--- config.mk ---
export PLATFORM = sky130hd
export DESIGN_NAME = emop_cordic_cell
export DESIGN_NICKNAME = d
export VERILOG_FILES = /design/src/hdl/emop_pkg.sv /design/src/hdl/emop_cordic_cell.sv
export SDC_FILE = /design/constraint.sdc
export NUM_CORES = 1
export LEC_CHECK = 0
export BUFFER_PORTS_ARGS = -buffer_cell sky130_fd_sc_hd__buf_2
export CAP_MARGIN = 15
export CORE_MARGIN = 2
export CORE_UTILIZATION = 25
export CTS_CLUSTER_DIAMETER = 150
export CTS_CLUSTER_SIZE = 8
export DETAILED_ROUTE_END_ITERATION = 8
export SYNTH_ARGS = -nofsm -noshare
export SYNTH_HDL_FRONTEND = slang
export SYNTH_SLANG_ARGS = --single-unit
--- constraint.sdc ---
create_clock -name aclk -period 4.25 [get_ports aclk]
set_clock_uncertainty 0.05 [all_clocks]
set_input_delay 0.425 -clock aclk [delete_from_list [all_inputs] [get_ports aclk]]
set_output_delay 0.425 -clock aclk [all_outputs]
set_load 0.01 [all_outputs]
--- src/hdl/emop_pkg.sv ---
`timescale 1ns / 1ps

package emop_pkg;

    localparam int CORDIC_STAGES_DEF = 16;

    // Field widths
    localparam int POS_W  = 20;
    localparam int VEL_W  = 16;
    localparam int RATE_W = 16;
    localparam int DT_W   = 16;

    // Stream word widths, whole bytes
    localparam int S_TDATA_W = 120;
    localparam int M_TDATA_W = 72;

    // Internal widths
    localparam int XY_W   = 32;   // CORDIC x and y, Q30
    localparam int Z_W    = 33;   // residual angle, 2^-30 rad
    localparam int ANG_W  = 34;   // yaw_rate * time_step * 4
    localparam int WRAP_W = 36;   // headroom for the two-pi wrap
    localparam int MVL_W  = 33;   // (vel_long - ego_speed) * time_step
    localparam int MVT_W  = 32;   // vel_lat * time_step

    localparam logic signed [XY_W-1:0]   GAIN_Q30    = 32'sd652032874;
    localparam logic signed [WRAP_W-1:0] PI_Q30      = 36'sd3373259426;
    localparam logic signed [WRAP_W-1:0] NEG_PI_Q30  = -36'sd3373259426;
    localparam logic signed [WRAP_W-1:0] HALF_PI_Q30 = 36'sd1686629713;
    localparam logic signed [WRAP_W-1:0] NEG_HALF_PI_Q30 = -36'sd1686629713;
    localparam logic signed [WRAP_W-1:0] TWO_PI_Q30  = 36'sd6746518852;

    typedef struct packed {
        logic signed [POS_W-1:0]  pos_long;
        logic signed [POS_W-1:0]  pos_lat;
        logic signed [VEL_W-1:0]  vel_long;
        logic signed [VEL_W-1:0]  vel_lat;
        logic signed [VEL_W-1:0]  ego_speed;
        logic signed [RATE_W-1:0] yaw_rate;
        logic        [DT_W-1:0]   time_step;
    } obj_t;

    // Object data that rides along the rotator
    typedef struct packed {
        logic signed [POS_W-1:0] pos_long;
        logic signed [POS_W-1:0] pos_lat;
        logic signed [VEL_W-1:0] vel_long;
        logic signed [VEL_W-1:0] vel_lat;
        logic signed [MVL_W-1:0] move_long;
        logic signed [MVT_W-1:0] move_lat;
        logic                    flip;
    } carry_t;

    typedef struct packed {
        logic signed [XY_W-1:0] x;
        logic signed [XY_W-1:0] y;
        logic signed [Z_W-1:0]  z;
    } rot_t;

    typedef struct packed {
        logic signed [POS_W-1:0] pred_pos_long;
        logic signed [POS_W-1:0] pred_pos_lat;
        logic signed [VEL_W-1:0] pred_vel_long;
        logic signed [VEL_W-1:0] pred_vel_lat;
    } result_t;

    // arctan(2^-idx) in units of 2^-30 rad, rounded to nearest.
    // From idx 11 on, the cubic term is below half a unit.
    function automatic logic signed [Z_W-1:0] atan_q30(input int idx);
        logic signed [Z_W-1:0] val;
        case (idx)
            0:       val = 33'sd843314857;
            1:       val = 33'sd497837829;
            2:       val = 33'sd263043837;
            3:       val = 33'sd133525159;
            4:       val = 33'sd67021687;
            5:       val = 33'sd33543516;
            6:       val = 33'sd16775851;
            7:       val = 33'sd8388437;
            8:       val = 33'sd4194283;
            9:       val = 33'sd2097149;
            10:      val = 33'sd1048576;
            default: val = (idx <= 30) ? Z_W'(64'sd1 <<< (30 - idx)) : 33'sd1;
        endcase
        return val;
    endfunction

endpackage

--- src/hdl/emop_cordic_cell.sv ---
`timescale 1ns / 1ps

module emop_cordic_cell #(
    parameter int STAGE_IDX = 0
) (
    input  logic             aclk,
    input  logic             aresetn,
    input  logic             en,
    input  logic             in_valid,
    input  emop_pkg::rot_t   in_rot,
    input  emop_pkg::carry_t in_carry,
    output logic             out_valid,
    output emop_pkg::rot_t   out_rot,
    output emop_pkg::carry_t out_carry
);
    import emop_pkg::*;

    localparam logic signed [Z_W-1:0] ATAN = atan_q30(STAGE_IDX);

    logic   valid_reg;
    rot_t   rot_reg, rot_next;
    carry_t carry_reg;

    logic signed [XY_W-1:0] x_sh, y_sh;

    // One micro-rotation; the shifts floor toward minus infinity.
    always_comb begin
        x_sh = $signed(in_rot.x) >>> STAGE_IDX;
        y_sh = $signed(in_rot.y) >>> STAGE_IDX;
        if (!in_rot.z[Z_W-1]) begin
            rot_next.x = in_rot.x - y_sh;
            rot_next.y = in_rot.y + x_sh;
            rot_next.z = in_rot.z - ATAN;
        end else begin
            rot_next.x = in_rot.x + y_sh;
            rot_next.y = in_rot.y - x_sh;
            rot_next.z = in_rot.z + ATAN;
        end
    end

    always_ff @(posedge aclk) begin
        if (!aresetn) begin
            valid_reg <= 1'b0;
        end else if (en) begin
            valid_reg <= in_valid;
        end
    end

    always_ff @(posedge aclk) begin
        if (en) begin
            rot_reg   <= rot_next;
            carry_reg <= in_carry;
        end
    end

    assign out_valid = valid_reg;
    assign out_rot   = rot_reg;
    assign out_carry = carry_reg;

endmodule

==> results by group <==
Run status
  • Status: finished clean

Layout
  • Final core occ: 0.346
  • Nets: 2217
  • Fraction of layout cells with a size suffix above 1: 0.300
  • P&R area growth vs syn: 36.8%
  • Fin area: 0.0191 mm^2

Worst setup path
  • Critical Path End: out_rot[31]
  • Delay-heaviest family, CP: compound AO/OA/AOI/OAI gates
  • Worst-case reg-to-reg path depth: 2
  • Maximum fanout along the worst path: 16
  • Crit path buffers/inverters: 3
  • R2R Path Start: out_valid
  • CP startpoint kind: primary input
  • Worst path cell trace: buf_4 -> clkinv_1 -> buf_4 -> ha_1 -> o21ai_0 -> nor4_1 -> o211ai_1 -> a31oi_1 -> or2_1 -> a41oi_1 -> o21ai_1 -> a41oi_1 -> xnor2_1
  • WP data required: 4.47 ns
  • Worst path depth: 13
  • Data arrival, critical path: 3.57 ns
  • CP peak stage delay: 0.49 ns
  • CP Class: primary input to register
  • Crit path launch: in_rot[32]
  • Flop2flop setup slack: 3.58 ns
  • Setup crit end kind: register
  • Critical path's slowest cell: nor4_1
  • Reg-to-reg critical path endpoint: out_valid

Synth
  • Cell count after synthesis: 1277
  • Number of synthesized flops with an enable pin: 234
  • Mapped Area: 0.0140 mm^2
  • Unique masters post-synth: 76
  • Synthesized area per cell: 10.9 um^2
  • Seq cells post-synth: 235
  • Syn Nets: 1645
  • Yosys top cell by area: edfxtp_1
  • Register area share after synthesis: 0.505
  • Synth warnings: 0
  • Post-synth top area share: 0.503
  • Top post-synthesis cells by area: edfxtp_1 (50%), ha_1 (11%), a21oi_1 (4.4%)
  • Dominant synthesized flop cell: edfxtp_1
  • Async set-reset flop share out of synthesis: 0

STA
  • Hold Fails Final Rpt: 0
  • RSZ-0062 raised after global routing: false
  • Pins Over Slew Limit: 0
  • Fin worst setup slack: 0.901 ns
  • Slew HR: 0.300
  • Tightest Pin Transition: 1.05 ns
  • Crit path time final: 3.35 ns
  • Fin Setup TNS: 0 ns
  • Final Cycle Share: 0.788
  • Final setup fails: 0
  • Fmax achieved: 0.299 GHz

Power and ir drop
  • Pleak: 8.30 nW
  • IR drop worst, VDD: 209 uV
  • Power Dens Cells: 385 mW/mm^2
  • Pwr Total: 0.00735 W

Routing
  • Via count: 12300
  • Final ANT Viol Nets: 0
  • Drt drc: 0
  • Vias/cell: 4.73
  • DR iter-0 viols: 769
  • DRT Pass-1 Iters: 5
  • Average wire per standard cell: 19.3 um
  • Routed WL: 50.3 mm

Floorplan
  • Die width: 240 um
  • Core Rows: 86
  • Core Box Area: 0.0552 mm^2
  • Total die area: 0.0578 mm^2
  • Ports: 475
  • DIE HEIGHT: 240 um
  • Initial Util: 0.253

GRT
  • First-pass GRT wire length: 72.3 mm
  • Global Route Usage Sum: 0.164
  • Largest net degree at the start of global routing: 120
  • Vias in the first global route: 12200
  • Grt ovf: 0
  • Initial antenna violation count: 8

CTS
  • Post-CTS setup buffers: 0
  • CTS root buffer: clkbuf_16
  • Skew-Pair Late Insertion Delay: 0.52 ns
  • CTS tree: built
  • Max H-tree Level: 2
  • Sink Count: 235
  • Inserted Clock Buffers: 35
  • Maximum clock path buffer count: 3
  • Worst-path clk slew: 0.05 ns

Min path
  • Hold WC Path Type: primary input to register

Placement
  • Post-DP HPWL: 39.2 mm
  • Pre-CTS WS: 0.458 ns
  • Port Buffers: 474
  • Placed cell area: 0.0173 mm^2
  • GPL Wtd Cong: 0.938

Flow run
  • Max-cap violations: 0
==> layout by cell type (no fill, tap or decap), types with 5 or more instances in the layout <==
cell and count:
xnor2_1 67, and2_1 7, a211oi_1 14, inv_2 7, clkbuf_16 35, nor4_1 13
nand4_1 13, edfxtp_1 234, o21a_1 8, nand2b_1 20, o31ai_1 12, nand3_1 20
or3_1 7, nand2_1 63, o21ai_0 69, o211ai_1 8, nand3b_1 5, o221ai_1 5
a31oi_1 18, buf_2 472, nor3_1 24, o21bai_1 15, a41oi_1 5, nor2b_1 15
nor2_1 84, inv_1 97, dlygate4sd3_1 86, mux2i_1 17, clkbuf_1 6, xor2_1 22
ha_1 125, a21oi_1 122, a21o_1 34, o21ai_1 7, buf_4 24
==> what timing repair did <==
item / CTS / global route
resized for setup: 0 / 0
hold buffers: 86 / 0
endpoints found under the hold margin: 86 / 0
==> per-layer routing <==
metal  track usage  vias to the layer above  routed length (um)
met4        0.0785                        6                2280
li1              -                     5829                   -
met1         0.190                     5865               19600
met2         0.289                      529               24900
met5             0                        -                  46
met3        0.0350                      104                3450
==> report_power, final <==
| group | internal, W | switching [W] |
|---|---|---|
| clock network | 0.00149 | 0.00103 |
| logic | 0.000732 | 0.00111 |
| registers | 0.00290 | 0.0000865 |
| total | 0.00512 | 0.00223 |
==> registers in the layout, summed over array words and instances, names as in the netlist <==
signal / cells
out_carry: 138
out_rot: 96
out_valid: 1
==> per-stage QoR <==
stage	hold slack [ns]	cells
global placement	0.452	2474
detailed placement	0.502	2474
finish	0.0326	2607
global route	0.0107	2607
floorplan	0.474	1277
CTS	0.000783	2605
==> logic make-up (layout without fill, tap and decap cells) <==
group	Yosys count	count (layout)	synth area share
AO/OA/AOI/OAI	366	366	0.167
AND/OR/NAND/NOR	286	286	0.100
flip-flops	235	235	0.505
buffers and inverters	155	735	0.0427
adder cells (fa/ha/maj)	129	129	0.118
XOR/XNOR	89	89	0.0558
multiplexers	17	17	0.0122
other	0	2	0
==> cell type report <==
cell class              count  area (um^2)
diodes                      2         5.00
clock buffers              41          898
clock inverters             4         60.1
fillers                  5545        36100
inverters                 106          398
multi-input cells         887         6320
flip-flops and latches    235         7050
well taps                 748          936
repair buffers            584         3440
==> synth_stat cells, types with 18 or more instances <==
library cell / instances
a21o_1: 34
a21oi_1: 122
a31oi_1: 18
clkbuf_1: 35
edfxtp_1: 234
ha_1: 125
inv_1: 97
nand2_1: 63
nand2b_1: 20
nand3_1: 20
nor2_1: 84
nor3_1: 24
o21ai_0: 69
xnor2_1: 67
xor2_1: 22
==> worst min path at each step <==
| stage | startpoint | slack (ns) | cells past startpoint | to |
|---|---|---|---|---|
| floorplan | in_carry[0] | 0.47 | 0 | out_carry[0] |
| global placement | out_valid | 0.45 | 2 | out_valid |
| detailed placement | out_valid | 0.50 | 2 | out_valid |
| CTS | in_carry[97] | 0.0008 | 1 | out_carry[97] |
| global route | in_carry[30] | 0.01 | 1 | out_carry[30] |
| finish | in_carry[97] | 0.03 | 1 | out_carry[97] |
Note: power is estimated with default switching activity, not from simulation.
