`config.mk`:
```
export PLATFORM = sky130hd
export DESIGN_NAME = emop_front
export DESIGN_NICKNAME = d
export VERILOG_FILES = /design/src/hdl/emop_pkg.sv /design/src/hdl/emop_front.sv
export SDC_FILE = /design/constraint.sdc
export NUM_CORES = 2
export LEC_CHECK = 0
export BUFFER_PORTS_ARGS = -buffer_cell sky130_fd_sc_hd__buf_4
export CAP_MARGIN = 20
export CORE_MARGIN = 2
export CORE_UTILIZATION = 50
export CTS_CLUSTER_DIAMETER = 50
export CTS_CLUSTER_SIZE = 12
export DETAILED_ROUTE_END_ITERATION = 6
export PLACE_DENSITY = 0.73
export SLEW_MARGIN = 30
export SYNTH_ARGS = -nofsm -noshare
export SYNTH_HDL_FRONTEND = slang
export SYNTH_SLANG_ARGS = --single-unit
```
`constraint.sdc`:
```
create_clock -name aclk -period 12.75 [get_ports aclk]
set_clock_uncertainty 0.05 [all_clocks]
set_input_delay 2.55 -clock aclk [delete_from_list [all_inputs] [get_ports aclk]]
set_output_delay 2.55 -clock aclk [all_outputs]
set_load 0.05 [all_outputs]
```
`src/hdl/emop_pkg.sv`:
```
`timescale 1ns / 1ps

package emop_pkg;

    localparam int CORDIC_STAGES_DEF = 16;

    // Field widths
    localparam int POS_W  = 20;
    localparam int VEL_W  = 16;
    localparam int RATE_W = 16;
    localparam int DT_W   = 16;

    // Stream word widths, whole bytes
    localparam int S_TDATA_W = 120;
    localparam int M_TDATA_W = 72;

    // Internal widths
    localparam int XY_W   = 32;   // CORDIC x and y, Q30
    localparam int Z_W    = 33;   // residual angle, 2^-30 rad
    localparam int ANG_W  = 34;   // yaw_rate * time_step * 4
    localparam int WRAP_W = 36;   // headroom for the two-pi wrap
    localparam int MVL_W  = 33;   // (vel_long - ego_speed) * time_step
    localparam int MVT_W  = 32;   // vel_lat * time_step

    localparam logic signed [XY_W-1:0]   GAIN_Q30    = 32'sd652032874;
    localparam logic signed [WRAP_W-1:0] PI_Q30      = 36'sd3373259426;
    localparam logic signed [WRAP_W-1:0] NEG_PI_Q30  = -36'sd3373259426;
    localparam logic signed [WRAP_W-1:0] HALF_PI_Q30 = 36'sd1686629713;
    localparam logic signed [WRAP_W-1:0] NEG_HALF_PI_Q30 = -36'sd1686629713;
    localparam logic signed [WRAP_W-1:0] TWO_PI_Q30  = 36'sd6746518852;

    typedef struct packed {
        logic signed [POS_W-1:0]  pos_long;
        logic signed [POS_W-1:0]  pos_lat;
        logic signed [VEL_W-1:0]  vel_long;
        logic signed [VEL_W-1:0]  vel_lat;
        logic signed [VEL_W-1:0]  ego_speed;
        logic signed [RATE_W-1:0] yaw_rate;
        logic        [DT_W-1:0]   time_step;
    } obj_t;

    // Object data that rides along the rotator
    typedef struct packed {
        logic signed [POS_W-1:0] pos_long;
        logic signed [POS_W-1:0] pos_lat;
        logic signed [VEL_W-1:0] vel_long;
        logic signed [VEL_W-1:0] vel_lat;
        logic signed [MVL_W-1:0] move_long;
        logic signed [MVT_W-1:0] move_lat;
        logic                    flip;
    } carry_t;

    typedef struct packed {
        logic signed [XY_W-1:0] x;
        logic signed [XY_W-1:0] y;
        logic signed [Z_W-1:0]  z;
    } rot_t;

    typedef struct packed {
        logic signed [POS_W-1:0] pred_pos_long;
        logic signed [POS_W-1:0] pred_pos_lat;
        logic signed [VEL_W-1:0] pred_vel_long;
        logic signed [VEL_W-1:0] pred_vel_lat;
    } result_t;

    // arctan(2^-idx) in units of 2^-30 rad, rounded to nearest.
    // From idx 11 on, the cubic term is below half a unit.
    function automatic logic signed [Z_W-1:0] atan_q30(input int idx);
        logic signed [Z_W-1:0] val;
        case (idx)
            0:       val = 33'sd843314857;
            1:       val = 33'sd497837829;
            2:       val = 33'sd263043837;
            3:       val = 33'sd133525159;
            4:       val = 33'sd67021687;
            5:       val = 33'sd33543516;
            6:       val = 33'sd16775851;
            7:       val = 33'sd8388437;
            8:       val = 33'sd4194283;
            9:       val = 33'sd2097149;
            10:      val = 33'sd1048576;
            default: val = (idx <= 30) ? Z_W'(64'sd1 <<< (30 - idx)) : 33'sd1;
        endcase
        return val;
    endfunction

endpackage

```
`src/hdl/emop_front.sv`:
```
`timescale 1ns / 1ps

module emop_front (
    input  logic            aclk,
    input  logic            aresetn,
    input  logic            en,
    input  logic            in_valid,
    input  emop_pkg::obj_t  in_obj,
    output logic            out_valid,
    output emop_pkg::rot_t  out_rot,
    output emop_pkg::carry_t out_carry
);
    import emop_pkg::*;

    // Stage 1: angle and travel products
    logic                    v1_reg;
    logic signed [ANG_W-1:0] ang1_reg, ang1_next;
    carry_t                  carry1_reg, carry1_next;

    logic signed [RATE_W+DT_W:0]  ang_prod;
    logic signed [VEL_W:0]        dvel;
    logic signed [VEL_W+DT_W+1:0] mvl_prod;
    logic signed [VEL_W+DT_W:0]   mvt_prod;

    always_comb begin
        ang_prod = $signed(in_obj.yaw_rate) * $signed({1'b0, in_obj.time_step});
        dvel     = $signed({in_obj.vel_long[VEL_W-1], in_obj.vel_long})
                 - $signed({in_obj.ego_speed[VEL_W-1], in_obj.ego_speed});
        mvl_prod = dvel * $signed({1'b0, in_obj.time_step});
        mvt_prod = $signed(in_obj.vel_lat) * $signed({1'b0, in_obj.time_step});

        // Product fits 32 bits; times four puts it in 2^-30 rad.
        ang1_next = {ang_prod[ANG_W-3:0], 2'b00};

        carry1_next.pos_long  = in_obj.pos_long;
        carry1_next.pos_lat   = in_obj.pos_lat;
        carry1_next.vel_long  = in_obj.vel_long;
        carry1_next.vel_lat   = in_obj.vel_lat;
        carry1_next.move_long = mvl_prod[MVL_W-1:0];
        carry1_next.move_lat  = mvt_prod[MVT_W-1:0];
        carry1_next.flip      = 1'b0;
    end

    // Stage 2: bring the angle into [-pi, pi]. The largest angle is just
    // under eight radians, so one correction always suffices.
    logic                    v2_reg;
    logic signed [Z_W-1:0]   ang2_reg, ang2_next;
    carry_t                  carry2_reg;
    logic signed [WRAP_W-1:0] wide1, wrapped;

    always_comb begin
        wide1 = WRAP_W'(ang1_reg);
        if (wide1 > PI_Q30) begin
            wrapped = wide1 - TWO_PI_Q30;
        end else if (wide1 < NEG_PI_Q30) begin
            wrapped = wide1 + TWO_PI_Q30;
        end else begin
            wrapped = wide1;
        end
        ang2_next = wrapped[Z_W-1:0];
    end

    // Stage 3: fold into [-pi/2, pi/2]; the sign of cos and sin is flipped
    // afterwards.
    logic                    v3_reg;
    logic signed [Z_W-1:0]   z3_reg, z3_next;
    carry_t                  carry3_reg, carry3_next;
    logic signed [WRAP_W-1:0] wide2, folded;

    always_comb begin
        wide2       = WRAP_W'(ang2_reg);
        carry3_next = carry2_reg;
        if (wide2 > HALF_PI_Q30) begin
            folded           = wide2 - PI_Q30;
            carry3_next.flip = 1'b1;
        end else if (wide2 < NEG_HALF_PI_Q30) begin
            folded           = wide2 + PI_Q30;
            carry3_next.flip = 1'b1;
        end else begin
            folded           = wide2;
        end
        z3_next = folded[Z_W-1:0];
    end

    always_ff @(posedge aclk) begin
        if (!aresetn) begin
            v1_reg <= 1'b0;
            v2_reg <= 1'b0;
            v3_reg <= 1'b0;
        end else if (en) begin
            v1_reg <= in_valid;
            v2_reg <= v1_reg;
            v3_reg <= v2_reg;
        end
    end

    always_ff @(posedge aclk) begin
        if (en) begin
            ang1_reg   <= ang1_next;
            carry1_reg <= carry1_next;
            ang2_reg   <= ang2_next;
            carry2_reg <= carry1_reg;
            z3_reg     <= z3_next;
            carry3_reg <= carry3_next;
        end
    end

    assign out_valid = v3_reg;
    assign out_rot   = '{x: GAIN_Q30, y: '0, z: z3_reg};
    assign out_carry = carry3_reg;

endmodule

```
==> metrics.csv <==
metric,value,unit
FF-to-FF path depth,11,
DRT Pass-1 Iters,7,
Setup Viol. Count Final,0,
Sink Count,510,
buffer depth of the longest clock path,3,
global route overflow,0,
Initial Utilization,50.4,%
total track usage,21.0,%
final hold violations,0,
Min-Delay Path Depth,0,
worst-path fanout max,25,
CTS tree,built,
GPL Wtd Cong,0.861,
Setup crit end kind,flop,
setup TNS,0,ns
hpwl dp,70500,µm
Util after Layout,55.8,%
io pins,360,
DIE HEIGHT,311,µm
Die Width,311,µm
DRC viols,1,
dominant cells by area after synthesis,"edfxtp_1 32%, fa_1 28%, ha_1 9.1%",
Crit. Startpoint,in_obj[64],
total CTS buffers,59,
Placed Area,50100,µm²
Worst-Skew Late Latency,0.67,ns
Mapped Cells,4328,
vias in the first global route,31800,
core area,93200,µm²
critical path arrival,11.33,ns
failing checks,design-rule violations,
"Reg clk slew, reported paths",0.06,ns
R2R Setup Slk,9.24,ns
post-synth top area share,32.4,%
Tcrit/Tclk final,85.9,%
layout cells sized above 1,9.59,%
Worst path slowest cell,o31ai_1,
r2r endpoint,z3_reg[26],
"Seq/Total Area, Yosys",32.5,%
Worst Setup Start Kind,input pin,
"EDFF count, synth",507,
Resized cells post-CTS,0,
Routed Antenna Nets,0,
Synth Register Bits,510,
vias per cell,5.17,
most frequent CP cell,fa_1,
Vias,30106,
"Primary FF master, synth",edfxtp_1,
"Distinct cells, synth",79,
syn avg cell area,10.9,µm²
Hold Startpoint,carry1_reg[69],
htree depth,2,
"Slew Viols, Final",0,
Root Buffer Master,clkbuf_16,
DR iter-0 viols,1992,
first-pass GRT wire length,164000,µm
Yosys Warn Count,0,
postcts setup bufs,0,
max reg flops,138,
largest net degree at the start of global routing,198,
die area,96500,µm²
cts hold-fix bufs,0,
Maximum Capacitance Violations,0,
Synth-to-Final Area Change,10.6,%
crit path kind,input pin to flop,
Synth async-reset ratio,0,%
Mapped Area,47000,µm²
Hold Path End,carry2_reg[69],
Hold/Removal Path Class,flop to flop,
PortBufs,294,
Slew @ Worst Pin,0.974,ns
initial antenna violation count,3,
fmax,91.3,MHz
RSZ-0062 raised after global routing,false,
status,"finished, violations left",
Routed WL,98300,µm
fin crit period,10.95,ns
reg-to-reg startpoint,ang2_reg[6],
Crit path required time,13.13,ns
DR WL/cell,16.9,µm
Critical Path Max Stage Delay,0.84,ns
nets,5648,
Final Instance Area,52000,µm²
# rows,112,
Yosys top cell by area,edfxtp_1,
Slew headroom,34.5,%
hold_ws,0.341,ns
==> metal layers <==
metal  track usage [%]  routed length [µm]
met3              3.67                6160
met1              28.5               42400
met4              5.44                2170
met5                 0                  16
met2              35.1               47500
==> cell usage after synthesis, types with 13 or more instances <==
library cell / number
a211oi_1: 13
a21o_1: 40
a21oi_1: 101
a31oi_1: 26
and2_1: 350
and3_1: 14
buf_4: 68
clkbuf_1: 157
edfxtp_1: 507
fa_1: 654
ha_1: 343
inv_1: 861
nand2_1: 473
nand2b_1: 43
nand3_1: 30
nor2_1: 96
nor2b_1: 39
nor3_1: 31
o211ai_1: 13
o21a_1: 23
o21ai_0: 75
o22ai_1: 14
xnor2_1: 139
xor2_1: 44
==> critical path, delay by kind of cell <==
| family | cells | cell delay (ns) |
|---|---|---|
| AND/OR/NAND/NOR | 6 | 0.91 |
| adder cells (fa/ha/maj) | 8 | 3.49 |
| XOR/XNOR | 3 | 0.67 |
| AO/OA/AOI/OAI | 11 | 2.94 |
| buffers and inverters | 6 | 0.76 |
==> how the worst max path moves through the flow <==
stage	end
finish	carry1_reg[65]
detailed placement	carry1_reg[65]
global route	carry1_reg[65]
CTS	carry1_reg[65]
global placement	carry1_reg[65]
floorplan	carry1_reg[65]
==> cell families after synthesis <==
| family | share of synthesized area, % |
|---|---|
| XOR/XNOR | 3.41 |
| AO/OA/AOI/OAI | 5.72 |
| multiplexers | 0.0852 |
| other | 0.0160 |
| flip-flops | 32.5 |
| adder cells (fa/ha/maj) | 37.0 |
| buffers and inverters | 9.43 |
| AND/OR/NAND/NOR | 11.9 |
==> cells in the final DEF (no fill, tap or decap), types with 39 or more instances in the layout <==
cell,n
clkbuf_16,59
o21ai_0,74
nor2_1,96
nand2_1,473
buf_4,311
xor2_1,44
and2_1,350
a21o_1,40
conb_1,65
xnor2_1,130
nor2b_1,39
nand2b_1,43
edfxtp_1,507
inv_1,861
a21oi_1,101
fa_1,654
ha_1,343
==> area by class of cell <==
| cell class | instances | area (µm²) |
|---|---|---|
| Inverter | 861 | 3230 |
| Antenna cell | 3 | 7.51 |
| Clock inverter | 27 | 317 |
| Fill cell | 7808 | 41200 |
| Timing Repair Buffer | 315 | 2420 |
| Multi-Input combinational cell | 2780 | 27600 |
| Tap cell | 1254 | 1570 |
| Clock buffer | 72 | 1550 |
| Sequential cell | 510 | 15300 |
==> stage by stage <==
step,setup WS (ns),cells
after floorplan,2.35,4391
after detailed placement,1.26,5718
final,1.80,5822
after CTS,1.97,5817
after global placement,1.43,5718
after global routing,1.13,5819
Power is left out: the tool's default activity adds up to more than one toggle a clock period on the data nets, which glitch-free logic cannot reach.
